==> src/dtd_pkg.sv <==
// Shared types, reset constants and the knob level conversion for the dimmer.
package dtd_pkg;

   // Configuration register indexes.
   localparam logic [1:0] CSR_DEBOUNCE_RELOAD = 2'd0;
   localparam logic [1:0] CSR_DEADBAND        = 2'd1;
   localparam logic [1:0] CSR_START_COMPARE   = 2'd2;

   // Register reset values.
   localparam logic [7:0] RESET_DEBOUNCE_RELOAD = 8'd10;
   localparam logic [9:0] RESET_DEADBAND        = 10'd15;
   localparam logic [9:0] RESET_START_COMPARE   = 10'd50;

   // State reset values.
   localparam logic [9:0] RESET_DUTY_LEVEL   = 10'd50;
   localparam logic [7:0] RESET_STABLE_COUNT = 8'd10;

   localparam logic [6:0] KNOB_SCALE = 7'd99;
   localparam logic [3:0] LEVEL_STEP = 4'd10;

   typedef struct packed {
      logic       debounce_reload_we;
      logic [7:0] debounce_reload;
      logic       advance;
      logic       button_level;
   } debounce_ctrl_type;

   // Level 10*((99*s)/255+1). The divide by 255 uses (x + (x>>8) + 1) >> 8,
   // exact for x below 65535; here x stays below 25246.
   function automatic logic [9:0] knob_level(input logic [7:0] s);
      logic [14:0] prod;
      logic [15:0] sum;
      logic [6:0]  quot;
      logic [13:0] scaled;
      prod   = 15'(s) * 15'(KNOB_SCALE);
      sum    = 16'(prod) + 16'(prod[14:8]) + 16'd1;
      quot   = sum[14:8];
      scaled = (14'(quot) + 14'd1) * 14'(LEVEL_STEP);
      return scaled[9:0];
   endfunction

endpackage

==> src/dtd_debounce.sv <==
// Button debouncer: arm on a low level, count equal levels, judge release.
module dtd_debounce (
   input  logic                       clock,
   input  logic                       reset,
   input  dtd_pkg::debounce_ctrl_type ctrl,
   output logic                       press
);

   logic [7:0] reload_val_ff, reload_val_in;
   logic       armed_ff, armed_in;
   logic       prev_ff, prev_in;
   logic [7:0] count_ff, count_in;

   always_comb begin
      reload_val_in = ctrl.debounce_reload_we ? ctrl.debounce_reload : reload_val_ff;
      armed_in      = armed_ff;
      prev_in       = prev_ff;
      count_in      = count_ff;
      press         = 1'b0;
      if (ctrl.advance) begin
         if (!armed_ff) begin
            if (!ctrl.button_level) begin
               armed_in = 1'b1;
               prev_in  = 1'b0;
            end
         end else if (count_ff == 8'd0) begin
            // Judge the level: high means released, a completed press.
            armed_in = 1'b0;
            count_in = reload_val_ff;
            prev_in  = 1'b1;
            if (ctrl.button_level) begin
               press = 1'b1;
            end else begin
               prev_in = 1'b0;
            end
         end else if (ctrl.button_level == prev_ff) begin
            count_in = count_ff - 8'd1;
         end else begin
            prev_in = ctrl.button_level;
         end
      end
   end

   always_ff @(posedge clock) begin
      if (reset) begin
         reload_val_ff <= dtd_pkg::RESET_DEBOUNCE_RELOAD;
         armed_ff      <= 1'b0;
         prev_ff       <= 1'b1;
         count_ff      <= dtd_pkg::RESET_STABLE_COUNT;
      end else begin
         reload_val_ff <= reload_val_in;
         armed_ff      <= armed_in;
         prev_ff       <= prev_in;
         count_ff      <= count_in;
      end
   end

endmodule

==> src/debounced_toggle_dimmer.sv <==
// Top level: input register, lamp and duty logic, debouncer, result register.
// An accepted item waits in the input register until the result register frees.
// Throughput: one item per cycle unless the result side stalls; the input and
// result registers form a two-stage pipe, and state updates as each item moves
// to the result register.
// Reset (synchronous, active high) empties both stages, loads the register
// defaults and returns the lamp, duty and debouncer state to their reset values.
module debounced_toggle_dimmer (
   input  logic       clock,
   input  logic       reset,
   // input items
   input  logic       req_valid,
   output logic       req_stall,
   input  logic       req_button_level,
   input  logic       req_sample_valid,
   input  logic [7:0] req_adc_sample,
   // result items
   output logic       rsp_valid,
   input  logic       rsp_stall,
   output logic       rsp_lamp_on,
   output logic [9:0] rsp_pwm_compare,
   output logic       rsp_press_seen,
   // configuration writes
   input  logic       csr_write,
   input  logic [1:0] csr_index,
   input  logic [9:0] csr_data
);

   // Input stage.
   logic       in_valid_ff, in_valid_in;
   logic       in_level_ff, in_level_in;
   logic       in_sample_valid_ff, in_sample_valid_in;
   logic [7:0] in_sample_ff, in_sample_in;

   // Result stage.
   logic       out_valid_ff, out_valid_in;
   logic       out_lamp_ff, out_lamp_in;
   logic [9:0] out_compare_ff, out_compare_in;
   logic       out_press_ff, out_press_in;

   // Configuration.
   logic [9:0] deadband_ff, deadband_in;
   logic [9:0] start_compare_ff, start_compare_in;

   // Lamp state.
   logic       lamp_ff, lamp_in;
   logic [9:0] duty_ff, duty_in;
   logic [9:0] latched_ff, latched_in;
   logic [9:0] compare_ff, compare_in;

   logic       advance;
   logic       press;
   logic [9:0] latched_now;
   logic [10:0] upper_bound;
   logic [9:0]  lower_bound;
   logic        update;
   dtd_pkg::debounce_ctrl_type deb_ctrl;

   // Move the held item into the result register when that register frees.
   assign advance   = in_valid_ff && (!out_valid_ff || !rsp_stall);
   assign req_stall = in_valid_ff && !advance;

   always_comb begin
      in_valid_in        = in_valid_ff;
      in_level_in        = in_level_ff;
      in_sample_valid_in = in_sample_valid_ff;
      in_sample_in       = in_sample_ff;
      if (!req_stall) begin
         in_valid_in        = req_valid;
         in_level_in        = req_button_level;
         in_sample_valid_in = req_sample_valid;
         in_sample_in       = req_adc_sample;
      end
   end

   always_comb begin
      deadband_in      = deadband_ff;
      start_compare_in = start_compare_ff;
      if (csr_write && csr_index == dtd_pkg::CSR_DEADBAND) begin
         deadband_in = csr_data;
      end
      if (csr_write && csr_index == dtd_pkg::CSR_START_COMPARE) begin
         start_compare_in = csr_data;
      end
   end

   always_comb begin
      deb_ctrl.debounce_reload_we = csr_write && csr_index == dtd_pkg::CSR_DEBOUNCE_RELOAD;
      deb_ctrl.debounce_reload    = csr_data[7:0];
      deb_ctrl.advance            = advance;
      deb_ctrl.button_level       = in_level_ff;
   end

   dtd_debounce u_debounce (
      .clock (clock),
      .reset (reset),
      .ctrl  (deb_ctrl),
      .press (press)
   );

   // Latch the knob level only while the lamp is on, from the state at tick start.
   assign latched_now = (lamp_ff && in_sample_valid_ff) ?
                        dtd_pkg::knob_level(in_sample_ff) : latched_ff;

   // Deadband window; below the deadband the duty always follows.
   assign upper_bound = 11'(duty_ff) + 11'(deadband_ff);
   assign lower_bound = duty_ff - deadband_ff;
   assign update      = (duty_ff < deadband_ff) ||
                        (11'(latched_now) > upper_bound) ||
                        (latched_now < lower_bound);

   always_comb begin
      lamp_in    = lamp_ff;
      duty_in    = duty_ff;
      latched_in = latched_ff;
      compare_in = compare_ff;
      if (advance) begin
         latched_in = latched_now;
         if (lamp_ff && update) begin
            duty_in    = latched_now;
            compare_in = latched_now;
         end
         // Toggle the lamp on a press: on loads the start value, off clears.
         if (press) begin
            lamp_in    = !lamp_ff;
            compare_in = lamp_ff ? 10'd0 : start_compare_ff;
         end
      end
   end

   always_comb begin
      out_valid_in   = out_valid_ff;
      out_lamp_in    = out_lamp_ff;
      out_compare_in = out_compare_ff;
      out_press_in   = out_press_ff;
      if (!out_valid_ff || !rsp_stall) begin
         out_valid_in   = advance;
         out_lamp_in    = lamp_in;
         out_compare_in = compare_in;
         out_press_in   = press;
      end
   end

   always_ff @(posedge clock) begin
      if (reset) begin
         in_valid_ff      <= 1'b0;
         out_valid_ff     <= 1'b0;
         deadband_ff      <= dtd_pkg::RESET_DEADBAND;
         start_compare_ff <= dtd_pkg::RESET_START_COMPARE;
         lamp_ff          <= 1'b0;
         duty_ff          <= dtd_pkg::RESET_DUTY_LEVEL;
         latched_ff       <= 10'd0;
         compare_ff       <= 10'd0;
      end else begin
         in_valid_ff      <= in_valid_in;
         out_valid_ff     <= out_valid_in;
         deadband_ff      <= deadband_in;
         start_compare_ff <= start_compare_in;
         lamp_ff          <= lamp_in;
         duty_ff          <= duty_in;
         latched_ff       <= latched_in;
         compare_ff       <= compare_in;
      end
   end

   // Payload registers hold without reset.
   always_ff @(posedge clock) begin
      in_level_ff        <= in_level_in;
      in_sample_valid_ff <= in_sample_valid_in;
      in_sample_ff       <= in_sample_in;
      out_lamp_ff        <= out_lamp_in;
      out_compare_ff     <= out_compare_in;
      out_press_ff       <= out_press_in;
   end

   assign rsp_valid       = out_valid_ff;
   assign rsp_lamp_on     = out_lamp_ff;
   assign rsp_pwm_compare = out_compare_ff;
   assign rsp_press_seen  = out_press_ff;

endmodule
==> config.mk <==
export PLATFORM = sky130hd
export DESIGN_NAME = debounced_toggle_dimmer
export DESIGN_NICKNAME = d
export VERILOG_FILES = /design/src/dtd_pkg.sv /design/src/dtd_debounce.sv /design/src/debounced_toggle_dimmer.sv
export SDC_FILE = /design/constraint.sdc
export NUM_CORES = 1
export LEC_CHECK = 0
export ABC_CLOCK_PERIOD_IN_PS = 9100
export BUFFER_PORTS_ARGS = -buffer_cell sky130_fd_sc_hd__buf_2
export CAP_MARGIN = 5
export CORE_ASPECT_RATIO = 1.75
export CORE_MARGIN = 2
export CORE_UTILIZATION = 56
export CTS_CLUSTER_SIZE = 14
export DETAILED_ROUTE_END_ITERATION = 12
export PLACE_DENSITY = 0.77
export SLEW_MARGIN = 15
export SYNTH_ARGS = -nofsm -noshare
export SYNTH_HDL_FRONTEND = slang
export SYNTH_SLANG_ARGS = --single-unit
==> constraint.sdc <==
create_clock -name clock -period 9.1 [get_ports clock]
set_input_delay 1.82 -clock clock [delete_from_list [all_inputs] [get_ports clock]]
set_output_delay 1.82 -clock clock [all_outputs]
set_load 0.05 [all_outputs]
# Yosys cells after proc, flatten, opt, wreduce, memory -nomap -nowiden
# Cells that the tools add are included.
totals:
  wordCells: 74
  reg_bits: 93
  inputBits: 27
classes:
  n_mul: 2
  eq_ne: 5
  n_reduce_logical: 20
  addsub: 6
  magnitude_cmp: 3
  mux: 20
ops:
  columns: ["cell", "n"]
  rows:
  - ["two-way mux 10 bit", 5]
  - ["less-than comparator 10 bit", 2]
  - ["two-way mux 8 bit", 2]
  - ["adder 15 x 1 -> 15 bit (second input constant)", 1]
  - ["adder 15 x 7 -> 15 bit", 1]
  - ["multiplier 8 x 7 -> 15 bit (second input constant)", 1]
  - ["two-way mux 1 bit", 13]
  - ["adder 10 x 10 -> 11 bit", 1]
  - ["greater-than comparator 10 x 11 -> 1 bit", 1]
  - ["subtractor 10 bit", 1]
  - ["multiplier 8 x 3 -> 9 bit (second input constant)", 1]
  - ["adder 7 x 1 -> 8 bit (second input constant)", 1]
  - ["zero test 8 bit", 1]
  - ["subtractor 8 x 1 -> 8 bit (second input constant)", 1]
  - ["logical AND 1 bit", 7]
  - ["AND reduction 3 bit", 2]
  - ["zero test 1 bit", 4]
  - ["logical OR 1 bit", 3]
  - ["!= test 3 bit (second input constant)", 1]
  - ["== test 2 x 1 -> 1 bit (second input constant)", 1]
  - ["== test 2 bit (second input constant)", 1]
  - ["zero test 2 bit", 1]
  - ["!= test 2 x 1 -> 1 bit (second input constant)", 1]
  - ["AND reduction 2 bit", 1]
  - ["other kinds (2)", 2]

# Logic depth before layout (Yosys ltp)
depth:
  word_depth: 13
  mapped_depth: 47
  depth_no_buf: 44

# Hierarchy
# From an unflattened synthesis, not the netlist that was laid out.
unflattened:
  cells_unflattened: 734
  area_unflattened_um2: 6572.6
modules_own_cells:
  columns: ["module", "cells_per_inst", "n_inst", "seq_area_each_um2", "area_per_inst_um2"]
  rows:
  - ["debounced_toggle_dimmer", 630, 1, 1721.7, 5650.4]
  - ["dtd_debounce", 104, 1, 360.3, 922.1]

# Least setup slack after synthesis
# Ideal clock, no wire load.
synth_path:
  path_kind: "register to register"
  startpoint: "register in_sample_ff[1]"
  endpoint: "register out_compare_ff[9] (netlist: rsp_pwm_compare[9]), data pin"
  t_required_ns: 8.931
  n_path_buf: 0
  stages_incl_launch_ff: 43
  setup_slack_ns: -0.923
  synth_period_minus_slack_ns: 10.023
  t_arrival_ns: 9.854
  setup_ns: 0.169
  cell_sequence: "edfxtp_1 ha_1 fa_1 ha_1 fa_1 ha_1 inv_1 a21oi_1 or4b_2 nand3_1 ha_1 o21ai_0 or2b_1 o41a_1 maj3_2 a221oi_1 nor3_1 or2_2 [7 not listed] a21oi_1 o21bai_1 a21oi_1 xnor2_1 xnor3_1 and4_4 a211o_1 a21oi_2 nor2_1 ha_1 nand2_1 nor3_1 nor3_1 o31a_1 o221a_2 o31ai_1 a22oi_1 o31ai_1"
synth_via:
  elab_chain_cells: 13
  word_cells_on_any_way: 14
  classes_between: "add/sub (3); mul (2); order compare (2); mux (4); reduce/logical (3)"
synth_lines:
  columns: ["element", "line", "rtl"]
  rows:
  - ["start, declared", "debounced_toggle_dimmer.sv:33", "logic [7:0] in_sample_ff, in_sample_in;"]
  - ["start signal, assigned", "debounced_toggle_dimmer.sv:170", "in_sample_ff <= in_sample_in;"]
  - ["multiplier 8 x 7 -> 15 bit (*)", "dtd_pkg.sv:35", "prod = 15'(s) * 15'(KNOB_SCALE);"]
  - ["adder 15 x 7 -> 15 bit (*)", "dtd_pkg.sv:36", "sum = 16'(prod) + 16'(prod[14:8]) + 16'd1;"]
  - ["adder 15 x 1 -> 15 bit (*)", "dtd_pkg.sv:36", null]
  - ["adder 7 x 1 -> 8 bit (*)", "dtd_pkg.sv:38", "scaled = (14'(quot) + 14'd1) * 14'(LEVEL_STEP);"]
  - ["multiplier 8 x 3 -> 9 bit (*)", "dtd_pkg.sv:38", null]
  - ["two-way mux 10 bit (*)", "debounced_toggle_dimmer.sv:102", "assign latched_now = (lamp_ff && in_sample_valid_ff) ?"]
  - ["via latched_now[9]", "debounced_toggle_dimmer.sv:53", "logic [9:0] latched_now;"]
  - ["greater-than comparator 10 x 11 -> 1 bit", "debounced_toggle_dimmer.sv:109", "(11'(latched_now) > upper_bound) ||"]
  - ["logical OR 1 bit", "debounced_toggle_dimmer.sv:108", "assign update = (duty_ff < deadband_ff) ||"]
  - ["logical OR 1 bit", "debounced_toggle_dimmer.sv:109", null]
  - ["logical AND 1 bit", "debounced_toggle_dimmer.sv:119", "if (lamp_ff && update) begin"]
  - ["two-way mux 10 bit (*)", "debounced_toggle_dimmer.sv:119", null]
  - ["two-way mux 10 bit (*)", "debounced_toggle_dimmer.sv:124", "if (press) begin"]
  - ["two-way mux 10 bit (*)", "debounced_toggle_dimmer.sv:117", "if (advance) begin"]
  - ["via compare_in[9]", "debounced_toggle_dimmer.sv:49", "logic [9:0] compare_ff, compare_in;"]
  - ["end signal, assigned", "debounced_toggle_dimmer.sv:172", "out_compare_ff <= out_compare_in;"]
  - ["end, declared", "debounced_toggle_dimmer.sv:38", "logic [9:0] out_compare_ff, out_compare_in;"]
# The timed path passes the listed nets; every way through them passes the cells marked *.
# A chain may end at the register's enable or synchronous reset.

# Worst setup path after layout
layout_path:
  startpoint: "register in_sample_ff[1]"
  endpoint: "register compare_ff[6]"
layout_via:
  elab_chain_cells: 13
  word_cells_on_any_way: 14
  classes_between: "add/sub (3); mul (2); order compare (2); mux (4); reduce/logical (3)"
layout_lines:
  columns: ["element", "line", "rtl"]
  rows:
  - ["multiplier 8 x 7 -> 15 bit (*)", "dtd_pkg.sv:35", null]
  - ["adder 15 x 7 -> 15 bit (*)", "dtd_pkg.sv:36", null]
  - ["adder 15 x 1 -> 15 bit (*)", "dtd_pkg.sv:36", null]
  - ["adder 7 x 1 -> 8 bit (*)", "dtd_pkg.sv:38", null]
  - ["multiplier 8 x 3 -> 9 bit (*)", "dtd_pkg.sv:38", null]
  - ["two-way mux 10 bit (*)", "debounced_toggle_dimmer.sv:102", null]
  - ["via latched_now[9]", "debounced_toggle_dimmer.sv:53", null]
  - ["greater-than comparator 10 x 11 -> 1 bit", "debounced_toggle_dimmer.sv:109", null]
  - ["logical OR 1 bit", "debounced_toggle_dimmer.sv:108", null]
  - ["logical OR 1 bit (*)", "debounced_toggle_dimmer.sv:109", null]
  - ["logical AND 1 bit (*)", "debounced_toggle_dimmer.sv:119", null]
  - ["two-way mux 10 bit (*)", "debounced_toggle_dimmer.sv:119", null]
  - ["two-way mux 10 bit (*)", "debounced_toggle_dimmer.sv:124", null]
  - ["two-way mux 10 bit (*)", "debounced_toggle_dimmer.sv:117", null]
  - ["end signal, assigned", "debounced_toggle_dimmer.sv:162", "compare_ff <= compare_in;"]
  - ["end, declared", "debounced_toggle_dimmer.sv:49", null]
# Marks and branches as above.

==> results.toml <==
[synth]
syn_area_per_cell_sq_um = 8.85
ys_seq_elements = 93
synth_flop_cell = "dfxtp_1"
synth_cell_type_count = 71
synth_area_sq_um = 6500
synth_fp_nets = 867
async_flop_share = 0
yosysSeqAreaShare = 0.320
synth_edf_count = 22
yosys_warnings = 0
syn_inst = 735

[timing]
slew_headroom = 0.316
slew_violations = 0
holdWs_ns = 0.463
timing.final.crit_share = 1.07
max_slew.worst_pin.slew_ns = 1.03
rsz0062_at_grt = "true"
finalHoldViolCount = 0
fin_crit_ns = 9.73
fmax_mhz = 103
worst_clock_skew_ns = 0.00952
final-setup-viol-count = 30
layout_setup_ws_ns = -0.630

[die]
die-width_microns = 85.5
initial_utilization = 0.568
io_pins = 41
fp-row-count = 52
chipHeight_microns = 147
core-area_sq_um = 11500
dieArea_sq_um = 12500

[drt]
vias = 5882
wl_per_cell_microns = 18.7
ant_nets = 0
first_pass_iters = 5
drc = 0
vias_per_cell = 5.98
drt_iter0_drc = 460
wirelength_microns = 18400

[global_routing]
antenna_found_initial = 0
grt_first_pass_wirelength_microns = 28000
grt_pass1_vias = 5999
overflow = 0
grt_use_total = 0.286
grt_max_degree = 55

[worst_setup_path]
crit_path_start_kind = "flip-flop"
max_stage_delay_ns = 0.53
crit_path_max_fanout = 5
end_kind = "flip-flop"
critPathSlowestCell = "fa_1"
path_class = "reg2reg"
rrSetupSlack_ns = -0.63
critPathRequiredTime_ns = 9.36
critical_path_arrival_ns = 9.99

[job]
cap_violations = 0

[cts]
cts_tree = "built"
clk_pin_slew_worst_paths_ns = 0.07
cts_root_buffer = "clkbuf_16"
clockBufferDepth = 2
insertion_delay_ns = 0.35
cts.sinks = 93
ctsHoldBuffers = 0
htree_levels = 3
cts_buffers = 9

[cells_and_area]
antenna_cells = 0
drive_above_1_share = 0.254
layout_common_cells = "ha_1 (86), nand2_1 (83), buf_4 (74)"
final_area_sq_um = 8150
finalNetCount = 975
syn_to_final_growth_pct = 25.4
finalNonFillerCells = 983
layout_commonest_cell = "ha_1"

[placed_design]
gp_congestion = 0.945
placed_cell_area_sq_um = 7380
place_inst = 950
place_hpwl_microns = 13500
io_buffers = 40

[outcome]
violations = "setup timing"
status = "finished, violations left"

[pwr]
ir_drop_uv = 282
power_density_nw_per_um2 = 300
power_leakage_uw = 0.00374

[worst_hold_path]
worstHoldPathType = "reg2reg"
## registers in the layout (all words and copies together) (netlist names)
name                      count
u_debounce.prev_ff            1
u_debounce.armed_ff           1
in_sample_valid_ff            1
in_valid_ff                   1
compare_ff                   10
rsp_valid                     1
deadband_ff                  10
u_debounce.count_ff           8
in_level_ff                   1
start_compare_ff             10
in_sample_ff                  8
latched_ff                   10
u_debounce.reload_val_ff      8
rsp_press_seen                1
lamp_ff                       1
duty_ff                      10
rsp_pwm_compare              10
rsp_lamp_on                   1
## layout make-up
class	count	area [sq um]
multi-input combinational	563	4510
fill	845	3300
sequential	93	2080
timing repair buffer	122	876
clock buffer	9	225
inverter	54	203
tap	135	169
clock inverter	7	86.3
## worst max-delay path, delay by kind of cell (launching register included)
family                     cells  cell delay [ns]
AOI/OAI and AO/OA             17             3.07
xor gates and xnor gates       5             0.93
adders and majority gates     11             3.22
buffers and inverters          6             0.80
DFF                            1             0.44
and+or+nand+nor                8             1.15
## routing by layer
| layer | GRT usage | part of all wire |
|---|---|---|
| met1 | 0.278 | 0.34 |
| met2 | 0.543 | 0.56 |
| met3 | 0.0322 | 0.033 |
| met4 | 0.190 | 0.064 |
| met5 | 0 | 0 |
## what timing repair did
item | 4_1_cts | 5_1_grt
endpoints found under the setup margin | 30 | 30
gates resized for setup | 28 | 39
pin swaps | 25 | 21
buffers inserted | 10 | 4
cloned | 2 | 1
endpoints found under the hold margin | 0 | 0
## synth_stat cells, types with 3 or more instances
library cell | n | share of area
a211oi_1 | 8 | 0.0092
a21o_1 | 11 | 0.013
a21oi_1 | 62 | 0.048
a22oi_1 | 10 | 0.012
a31oi_1 | 6 | 0.0058
and2_1 | 4 | 0.0038
and3_1 | 3 | 0.0029
and3_2 | 3 | 0.0035
clkbuf_1 | 22 | 0.013
dfxtp_1 | 71 | 0.22
edfxtp_1 | 22 | 0.10
fa_1 | 7 | 0.022
ha_1 | 98 | 0.19
inv_1 | 53 | 0.031
mux2i_1 | 20 | 0.031
nand2_1 | 91 | 0.053
nand2b_1 | 8 | 0.0077
nand3_1 | 26 | 0.020
nand4_1 | 4 | 0.0038
nor2_1 | 42 | 0.024
nor2b_1 | 6 | 0.0058
nor3_1 | 12 | 0.0092
o211ai_1 | 7 | 0.0081
o21a_1 | 6 | 0.0069
o21ai_0 | 31 | 0.024
o21bai_1 | 5 | 0.0058
o22ai_1 | 3 | 0.0029
o31ai_1 | 4 | 0.0046
or2_2 | 4 | 0.0038
xnor2_1 | 31 | 0.042
xor2_1 | 6 | 0.0081
## stage by stage
| stage | TNS [ns] | setup slack [ns] | total power [uW] | utilization |
|---|---|---|---|---|
| detailed placement | -9.73 | -0.393 | 1840 | 0.644 |
| CTS | -5.92 | -0.251 | 2350 | 0.689 |
| finish | -15.75 | -0.630 | 2440 | 0.712 |
| global placement | -2.55 | -0.131 | 1790 | 0.644 |
| floorplan | -1.08 | -0.114 | 1300 | - |
| global route | -24.42 | -0.941 | 2620 | 0.712 |
## where the power goes
part | switching (uW) | leakage, uW | internal [uW]
registers | 8.39 | 0.000824 | 432
clock network | 174 | 0.000151 | 220
logic | 746 | 0.00277 | 864
## kinds of logic (layout without fill, tap and decap cells)
group                      Yosys count  in the layout  share of synthesized area
and+or+nand+nor                    221            221                      0.160
muxes                               21             21                     0.0325
adders and majority gates          107            107                      0.214
buffers and inverters               79            192                     0.0460
DFF                                 93             93                      0.320
AOI/OAI and AO/OA                  176            176                      0.175
xor gates and xnor gates            38             38                     0.0533
## worst paths after layout
path                        start            end  depth (start not counted)
setup reg to reg  in_sample_ff[1]  compare_ff[6]                         47
hold / removal      latched_ff[1]  latched_ff[1]                          2
setup / recovery  in_sample_ff[1]  compare_ff[6]                         47
hold reg to reg     latched_ff[1]  latched_ff[1]                          2
Power figures use the tool's default switching activity.
